**src/rtl/cau_pkg.sv**
```systemverilog
// Shared types and constants of the complex arithmetic unit.
package cau_pkg;

	// Width of the exact sums of two 32x32 products.
	localparam int SUM_W = 66;

	typedef enum logic [2:0] {
		CMD_ADD  = 3'd0,
		CMD_SUB  = 3'd1,
		CMD_MUL  = 3'd2,
		CMD_DIV  = 3'd3,
		CMD_NEG  = 3'd4,
		CMD_MAG  = 3'd5,
		CMD_EQ   = 3'd6,
		CMD_PASS = 3'd7
	} cmd_t;

	typedef enum logic [1:0] {
		ST_OK   = 2'd0,
		ST_DIV0 = 2'd1,
		ST_OVF  = 2'd2
	} status_t;

	typedef enum logic [1:0] {
		IT_IDLE,
		IT_CHECK,
		IT_RUN,
		IT_DONE
	} it_state_t;

	typedef struct packed {
		cmd_t               cmd;
		logic signed [31:0] a_re;
		logic signed [31:0] a_im;
		logic signed [31:0] b_re;
		logic signed [31:0] b_im;
		logic               eq;
	} qentry_t;

	typedef struct packed {
		logic                    is_mag;
		logic signed [SUM_W-1:0] n_re;
		logic signed [SUM_W-1:0] n_im;
		logic [63:0]             sumsq;
	} iter_req_t;

	typedef struct packed {
		logic        done;
		logic [31:0] re;
		logic [31:0] im;
		status_t     st;
	} iter_res_t;

endpackage

```
**src/rtl/cau_front.sv**
```systemverilog
// Front end: accepts commands, classifies them and queues them for the back end.
module cau_front #(
	parameter int QUEUE_DEPTH = 4
) (
	input  logic               clk,
	input  logic               arst_n,
	input  logic               start,
	output logic               busy,
	input  logic [2:0]         cmd,
	input  logic signed [31:0] a_re,
	input  logic signed [31:0] a_im,
	input  logic signed [31:0] b_re,
	input  logic signed [31:0] b_im,
	input  logic               pop,
	output logic               q_valid,
	output cau_pkg::qentry_t   q_head
);
	import cau_pkg::*;

	localparam int PW = $clog2(QUEUE_DEPTH);
	localparam int CNTW = $clog2(QUEUE_DEPTH + 1);

	qentry_t         mem [QUEUE_DEPTH];
	logic [PW-1:0]   wr_ptr_q;
	logic [PW-1:0]   rd_ptr_q;
	logic [CNTW-1:0] count_q;
	logic            push;
	qentry_t         entry;

	// Classification: the equality flag is settled here, so the back end
	// only has to carry it along.
	always_comb begin
		entry.cmd  = cmd_t'(cmd);
		entry.a_re = a_re;
		entry.a_im = a_im;
		entry.b_re = b_re;
		entry.b_im = b_im;
		entry.eq   = (cmd_t'(cmd) == CMD_EQ) && (a_re == b_re) && (a_im == b_im);
	end

	assign busy    = (count_q == CNTW'(QUEUE_DEPTH));
	assign push    = start && !busy;
	assign q_valid = (count_q != '0);
	assign q_head  = mem[rd_ptr_q];

	always_ff @(posedge clk) begin
		if (push) begin
			mem[wr_ptr_q] <= entry;
		end
	end

	always_ff @(posedge clk or negedge arst_n) begin
		if (!arst_n) begin
			wr_ptr_q <= '0;
			rd_ptr_q <= '0;
			count_q  <= '0;
		end else begin
			if (push) begin
				wr_ptr_q <= (wr_ptr_q == PW'(QUEUE_DEPTH - 1)) ? '0 : wr_ptr_q + 1'b1;
			end
			if (pop) begin
				rd_ptr_q <= (rd_ptr_q == PW'(QUEUE_DEPTH - 1)) ? '0 : rd_ptr_q + 1'b1;
			end
			if (push && !pop) begin
				count_q <= count_q + 1'b1;
			end else if (pop && !push) begin
				count_q <= count_q - 1'b1;
			end
		end
	end

endmodule

```
**config.mk**
```make
export PLATFORM = sky130hd
export DESIGN_NAME = cau_front
export DESIGN_NICKNAME = d
export VERILOG_FILES = /design/src/rtl/cau_pkg.sv /design/src/rtl/cau_front.sv
export SDC_FILE = /design/constraint.sdc
export NUM_CORES = 1
export LEC_CHECK = 0
export ABC_AREA = 0
export BUFFER_PORTS_ARGS = -buffer_cell sky130_fd_sc_hd__buf_2
export CELL_PAD_IN_SITES_DETAIL_PLACEMENT = 0
export CELL_PAD_IN_SITES_GLOBAL_PLACEMENT = 1
export CORE_MARGIN = 4
export CORE_UTILIZATION = 50
export DETAILED_ROUTE_END_ITERATION = 7
export PLACE_DENSITY = 0.8
export SYNTH_ARGS = -nofsm -noshare
export SYNTH_HDL_FRONTEND = slang
export SYNTH_SLANG_ARGS = --single-unit
```
**constraint.sdc**
```tcl
create_clock -name clk -period 5.7 [get_ports clk]
set_input_delay 1.14 -clock clk [delete_from_list [all_inputs] [get_ports clk]]
set_output_delay 1.14 -clock clk [all_outputs]
set_load 0.005 [all_outputs]
```
==> results of run 1 <==
worst max path at each step:
stage / startpoint / end / slack (ns) / depth (start not counted)
floorplan: start / mem[0][0] / 0.64 / 3
global placement: b_re[12] / mem[0][0] / 1.96 / 6
detailed placement: b_re[12] / mem[1][0] / 1.91 / 6
CTS: rd_ptr_q[0] / q_head[18] / 1.86 / 3
global route: rd_ptr_q[0] / q_head[18] / 1.75 / 3
finish: rd_ptr_q[0] / q_head[87] / 1.96 / 3
worst max-delay path: cells and delay by family, from the launching register on:
kind	cells	cell delay (ns)
buf+inv	2	0.58
flops	1	0.72
mux	1	0.61
power by group through the flow:
stage	Combinational, mW	Sequential, mW	Clock, mW
detailed placement	3.21	5.45	0
global route	3.38	5.42	3.57
global placement	3.21	5.40	0
floorplan	1.90	5.44	0
finish	3.12	5.36	3.32
CTS	3.23	5.37	3.40
per-stage QoR:
| step | hold WS [ns] | worst slack [ns] | utilization (%) | cell area, um^2 | power, mW |
|---|---|---|---|---|---|
| after floorplan | 0.4471 | 0.6356 | - | 20130 | 7.341 |
| after global placement | 0.4651 | 1.963 | 55.77 | 22160 | 8.608 |
| after detailed placement | 0.4724 | 1.908 | 55.77 | 22160 | 8.658 |
| after CTS | 0.3610 | 1.860 | 59.98 | 23830 | 11.99 |
| after global routing | 0.3782 | 1.745 | 59.98 | 23830 | 12.38 |
| final | 0.3986 | 1.959 | 60.00 | 23840 | 11.79 |
metal layers:
metal	share of wire [%]	track usage, %
met1	40	27.60
met3	8.3	5.735
met2	50	31.27
met5	0.14	0
met4	2.0	5.153
cells by family after synthesis:
logic type      after synthesis
compound gates                3
xor+xnor                     67
fa+ha+maj                     7
mux                         134
buf+inv                      35
simple gates                 35
flops                       535
state kept, by name, summed over array words and instances (netlist names):
name      cells
wr_ptr_q      2
mem         528
count_q       3
rd_ptr_q      2
layout by cell type, fill, tap and decap left out, types with 2 or more instances in the layout:
cell        count
nor2_1          2
edfxtp_1      528
dfrtp_4         2
and2_4          4
clkinv_2        6
xnor2_1        22
diode_2         3
bufinv_16       3
buf_12          7
nor3_1          2
clkbuf_8        3
o21ai_1         2
clkbuf_16      55
nand2_1         2
mux4_2        132
nor4_1         11
xor2_1         45
clkinvlp_4      2
inv_1           4
clkinv_1       16
ha_1            6
nand4_1         7
clkbuf_1       12
dfrtp_1         5
mux2_2          2
buf_4           4
buf_2         268
area by class of cell:
cell class | instances | area (um^2) | share of cell area (%)
Antenna cell | 3 | 7.507 | 0.03149
Clock buffer | 70 | 1463 | 6.135
Clock inverter | 29 | 212.7 | 0.8922
Inverter | 4 | 15.01 | 0.06298
Multi-Input combinational cell | 246 | 3936 | 16.51
Sequential cell | 535 | 16040 | 67.27
Tap cell | 525 | 656.9 | 2.755
Timing Repair Buffer | 279 | 1511 | 6.340
==> summary.md, run 1 <==
Among all cell types in the netlist, the one instantiated most often is edfxtp_1. The clock tree root buffer cell is clkbuf_16. The run gives 39,730 um^2 as the core outline area. In this run the power spent charging and discharging nets is 3.235 mW.

Measured against the total synthesized area, the mux share comes to 14.88%. In this run the register-to-register setup slack is 3.11 ns. The run gives 64.18 mm as the global-route wire length before repair.

STA classifies the critical path startpoint as a flip-flop. Synthesis produced 816 cells. The top fanout value on the critical path is 59, and the simple logic cell fraction of the synthesized area is 1.150%. The combinational share of power is 26.4%. In this run the remaining antenna-violating nets after routing total 0. Excluding fillers, the count of instances in the completed layout stands at 1,691.

The internal power was 8.559 mW. Setup repair after global routing left no endpoint under its margin. The die is 208.6 um tall.

The delay of the slowest cell on the worst path works out to 0.72 ns. Summed over all instances, the cell type with the most area after synthesis is edfxtp_1. Input and output buffers added on the ports amount to 268. The synthesis-stage register bit count was 535. By area the synthesized netlist is led by edfxtp_1 79%, mux4_2 15%, xor2_1 2.0%.

Row generation in the floorplan step produced 73 rows. The tightest slew margin relative to the limit was 31.57%. The mean number of vias per cell came out at 5.558. After synthesis, the most frequently instantiated cells are 528 x edfxtp_1, 132 x mux4_2, 45 x xor2_1, 22 x xnor2_1, 14 x buf_2.

The die is 208.6 um wide. In the routed design, unresolved DRC markers number 0. The flow ran to the end, and the final reports show no timing, DRC or antenna violations.

The proportion of power drawn by the clock network was 28.1%; the first-iteration detailed-routing DRC count was 737. The run gives 4.56 ns as the required time at the worst-slack endpoint. Synthesis instantiated 28 different standard cells from the library. The clock net in this run drives a total of 535 sinks. The via count of the first global-routing pass came out at 9,772. The number of hold violations in the final report was 0.

The die covers 43,530 um^2. Traced cell by cell, the critical path runs through buf_12 -> mux4_2 -> buf_2. The max-cap check violation count was 0; the final net count was 1,262. The cell type of the slowest stage on the worst timing path was dfrtp_4.

Sequential cell fraction of total power: 45.4%. Based on the critical path, the design can be clocked at up to 267.3 MHz. Reg-to-reg critical path endpoint: mem[1][75]. For this run, the number of Yosys warnings is 0.

The starting utilization of the core area is 50.66%. Of all flip-flops after synthesis, the portion carrying an async set or reset was 1.308%. Relative to the synthesized area, the layout overhead comes to 18.44%. The fraction of the mapped netlist area in compound gates was 0.08703%. The number of ports placed on the die boundary is 269. At the end of routability-driven placement, the weighted congestion stood at 0.7259.

The maximum buffer depth of the clock tree was 3; the share of cells above drive strength 1 was 42.39%. After synthesis, the largest area contributor takes up 78.77% of total cell area. Minimum period implied by the final worst setup slack: 3.741 ns. The critical path is of the reg -> out type. Detailed placement finished with a half-perimeter wire length of 27.18 mm. The synthesized design contains 528 enable-type register cells.

The tools report the routed wire length as 42.87 mm. The logs give 958 for the synthesized netlist net count and 0 for the final number of setup-violating endpoints. The slew at the pin with the worst max-slew slack was 1.017 ns. For this run, the total global-route usage over all layers was measured as 19.75%.

The sequential element share of the synthesized area is 79.64%, and the worst-case reg-to-reg path depth is 4. The most frequently used flop master after synthesis was edfxtp_1. Clock-pin slew was measured on the worst setup and hold paths at 0.06 ns.

A synthesized cell averages 24.67 um^2. The tools report the type of element capturing the critical path as an output pin. By area, the combinational part of the netlist is dominated by multiplexers. The path category of the worst min-delay check is in -> async. Including well taps, the total number of placed cells is 1,589. For the worst-skew pair, the clock arrives at the later sink with an insertion delay of 0.58 ns. The total grt overflow is 0, and the peak supply drop is 489.7 uV. The aggregate negative setup slack was 0 ns; the synthesized-area fraction occupied by adder cells was 0.4724%. At the worst endpoint, the arrival time is 2.60 ns.

The count of H-tree levels built during CTS was 2; the first-pass iteration count of the detailed router was 4. For the number of pins with negative max-slew slack in the final report, the log shows 0. TritonCTS built the clock tree. The final routed wire length divided by cell count came out at 25.35 um. The post-cts repair resize count is 0. The share of the clock period used by the worst path works out to 65.63%. For the hold-fix buffer count after cts, the log shows 0. The total CTS buffers was 54; the leakage power was 8.053 nW. Across the routed clock network, the largest skew measured is 0.01589 ns. The area of the mapped netlist is 20,130 um^2. The worst register-to-register path begins at count_q[2].

The filler cells instantiated in the layout total 2,872. Power spread over the standard cell area amounts to 494.7 nW/um^2. Of the total synthesized cell area, the portion taken by XOR and XNOR cells is 2.915%. The maximum number of pins on one net before global-route repair was 135; the number of vias in the routed layout was 9,399. Buffers added to address setup during post-CTS repair amount to 0. Net switching is 27.43% of the power. The initial antenna violation count is 6.
No activity file was read; power rests on OpenSTA's default activity.
==> run 2: changes to the inputs <==
clock period = 3.8 ns   (was 5.7 ns; I/O delays follow)
==> run 2 against run 1 <==
Against the previous run:
- clock power grew 49%
- register-to-register slack got worse by 1.7 ns
- first-iteration DRC count decreased by 4.1%
- sequential power is 52% higher
- via count rose by 0.82%
- critical path type unchanged
- core utilization is 0.47 points higher
- sequential share of layout area shrank 0.52 points
==> summary.md, run 2 (synthesis gave the netlist of run 1 again) <==
The run finished with clean final reports. The worst path in the final design needs a cycle of 3.259 ns, including I/O delays and setup. The tools report the routing usage on met2 as 31.26% (about the same).

Clock slew seen by the registers of the worst setup and hold paths: 0.06 ns (about the same). The power density normalized to cell area is 742.6 nW/um^2 (+50%). The area growth from synthesis to layout is 19.36%. For the met1 routing resource usage after global routing, the log shows 27.98% (+0.38 points). The global routing stage identified its most utilized layer as met2. Number of ports placed on the die boundary: 269 (unchanged). Tightest slew margin relative to the limit: 45.43% (+14 points). The run gives 0 ns (unchanged) as the aggregate negative setup slack. The library cell used most frequently in the layout, excluding fill and tap cells, is edfxtp_1. Maximum buffer depth of the clock tree: 3 (unchanged). The final cell count without fillers came out at 1,702 (+0.65%). The first-pass iteration count of the detailed router is 4 (unchanged). Die extent in y: 208.6 um (unchanged). The top fanout value on the critical path came out at 32 (-46%). The share of the clock period used by the worst path is 85.75%, and the starting utilization of the core area is 50.66% (unchanged). The number of pins with negative max-slew slack in the final report is 0 (unchanged). The post-cts repair resize count was 0 (unchanged). The critical path in this run is classified as reg -> out.

The core outline area was 39,730 um^2 (unchanged). The footprint of the multi-input gates was 3936 um^2 (unchanged); the final net count was 1,274 (+0.95%). The half-perimeter wire length after detailed placement came out at 28.54 mm (+5.0%). The number of flip-flops in the largest register is 528 (unchanged), and the final estimated routing congestion in global placement is 0.7475 (+3.0%). TritonCTS built the clock tree. The library cells used most frequently in the layout, excluding fill and tap cells, are 528 x edfxtp_1, 268 x buf_2, 132 x mux4_2, 53 x clkbuf_16, 45 x xor2_1.

The number of placed cells counting well taps was 1,602 (+0.82%). The run gives 0.01277 ns (-0.003120 ns) as the final setup skew. For the first-iteration detailed-routing DRC count, the log shows 707 (-4.1%).

The tools report the clock tree root buffer cell as clkbuf_16. Via count of the first global-routing pass: 9,882 (+1.1%). The logs give 0 (unchanged) for the count of unresolved DRC violations after routing and 52 (-3.7%) for the total CTS buffers.

The total of buffers placed on input and output ports came out at 268 (unchanged). The worst setup path is captured at an output pin. The share of cells above drive strength 1 works out to 43.17% (+0.78 points).

The tools report the clock net sink count as 535 (unchanged). Counting flops per register, the top entry is mem. Setup repair after global routing left no endpoint under its margin. The run gives 64.34 mm (+0.24%) as the global-route wire length before repair. The overall die width was 208.6 um (unchanged); the insertion delay of the later-clocked pin in the worst-skew pair was 0.58 ns (about the same).

The leakage power was 8.148 nW (+1.2%); the maximum number of pins on one net before global-route repair was 61 (-55%). The overall die area is 43,530 um^2 (unchanged), and the arrival time at the worst endpoint is 2.50 ns (-0.10 ns). The number of vias in the routed layout is 9,476 (+0.82%). The peak supply drop was 504.5 uV (+3.0%); the slew at the pin with the worst max-slew slack was 0.8110 ns (-0.2061 ns). The run gives 0 (unchanged) as the number of hold violations in the final report. The tools report the count of antenna-violating nets left after detailed routing as 0 (unchanged). The largest registers in the layout are mem: 528 flops, count_q: 3 flops. The logs give 73 (unchanged) for the count of standard-cell rows and 2 (unchanged) for the count of H-tree levels built during CTS. The mean number of vias per cell is 5.568 (+0.17%), and the required time at the worst-slack endpoint is 3.04 ns (-1.52 ns). The logs give 5.375% (-0.36 points) for the met3 track demand over resource and 0 (unchanged) for the max-cap check violation count.

Timing would allow up to 306.9 MHz. The number of inserted filler cells in the final layout came out at 2,815 (-2.0%). For the total grt overflow, the log shows 0 (unchanged). The run gives 0.9236 ns (-0.9846 ns) as the worst slack at placement. The area occupied by registers was 16,040 um^2 (unchanged); the overall routing resource usage was 19.91% (+0.17 points).

The run gives 43.50 mm (+1.5%) as the routed wire length. The initial antenna violation count is 9 (+3), and the final routed wire length divided by cell count is 25.56 um (+0.81%). The final number of setup-violating endpoints came out at 0 (unchanged). The tools report the final worst slack as 0.5414 ns (-1.418 ns). The min-delay analysis places its worst path in the category in -> reg. The worst setup path is launched from a flip-flop.
## run 2: cell type report
type / instances / area share [%]
Clock buffer: 65 / 5.708
Antenna cell: 5 / 0.05208
Inverter: 4 / 0.06249
Clock inverter: 29 / 1.099
Sequential cell: 535 / 66.75
Tap cell: 525 / 2.734
Timing Repair Buffer: 293 / 7.208
Multi-Input combinational cell: 246 / 16.38
## run 2: what timing repair did
action,4_1_cts,5_1_grt
setup buffers,0,0
hold buffers,1,0
endpoints found under the hold margin,7,0
## run 2: path summary, 6_finish.rpt
check                            start     endpoint  slack [ns]  cells after the start
max in group asynchronous       arst_n  rd_ptr_q[1]        3.08                      2
max reg2reg                 count_q[2]  mem[0][130]        1.38                      4
min                           a_im[23]   mem[2][88]        0.42                      1
min reg2reg                 count_q[2]   count_q[2]        0.49                      1
max                        rd_ptr_q[0]   q_head[13]        0.54                      3
min in group asynchronous       arst_n   count_q[2]        0.54                      2
## run 2: report_power, final
| group | switching (mW) | total (mW) | internal (mW) | leakage [nW] |
|---|---|---|---|---|
| registers | 0.414 | 8.15 | 7.74 | 4.91 |
| clock network | 2.05 | 4.94 | 2.89 | 0.807 |
| logic | 2.42 | 4.75 | 2.33 | 2.43 |
## run 2: worst max-delay path, cell delays in order (launching register included)
cell and delay [ns]:
dfrtp_4 0.80, buf_12 0.35, mux4_2 0.57, buf_2 0.15
## run 2: routing by layer
metal	share of wire, %	vias to the layer above	wire (um)
met2	49	341	21160
met5	0.17	-	72
met1	40	4926	17500
li1	-	4112	-
met3	8.3	85	3616
met4	2.7	12	1153
## run 2: per-stage QoR
| stage | utilization, % | total power, mW | cell area, um^2 | hold WS [ns] |
|---|---|---|---|---|
| floorplan | - | 10.92 | 20130 | 0.4471 |
| global placement | 56.30 | 13.08 | 22370 | 0.4642 |
| detailed placement | 56.30 | 13.18 | 22370 | 0.4793 |
| CTS | 60.44 | 18.13 | 24010 | 0.3809 |
| global route | 60.45 | 18.69 | 24020 | 0.3954 |
| finish | 60.47 | 17.84 | 24030 | 0.4183 |
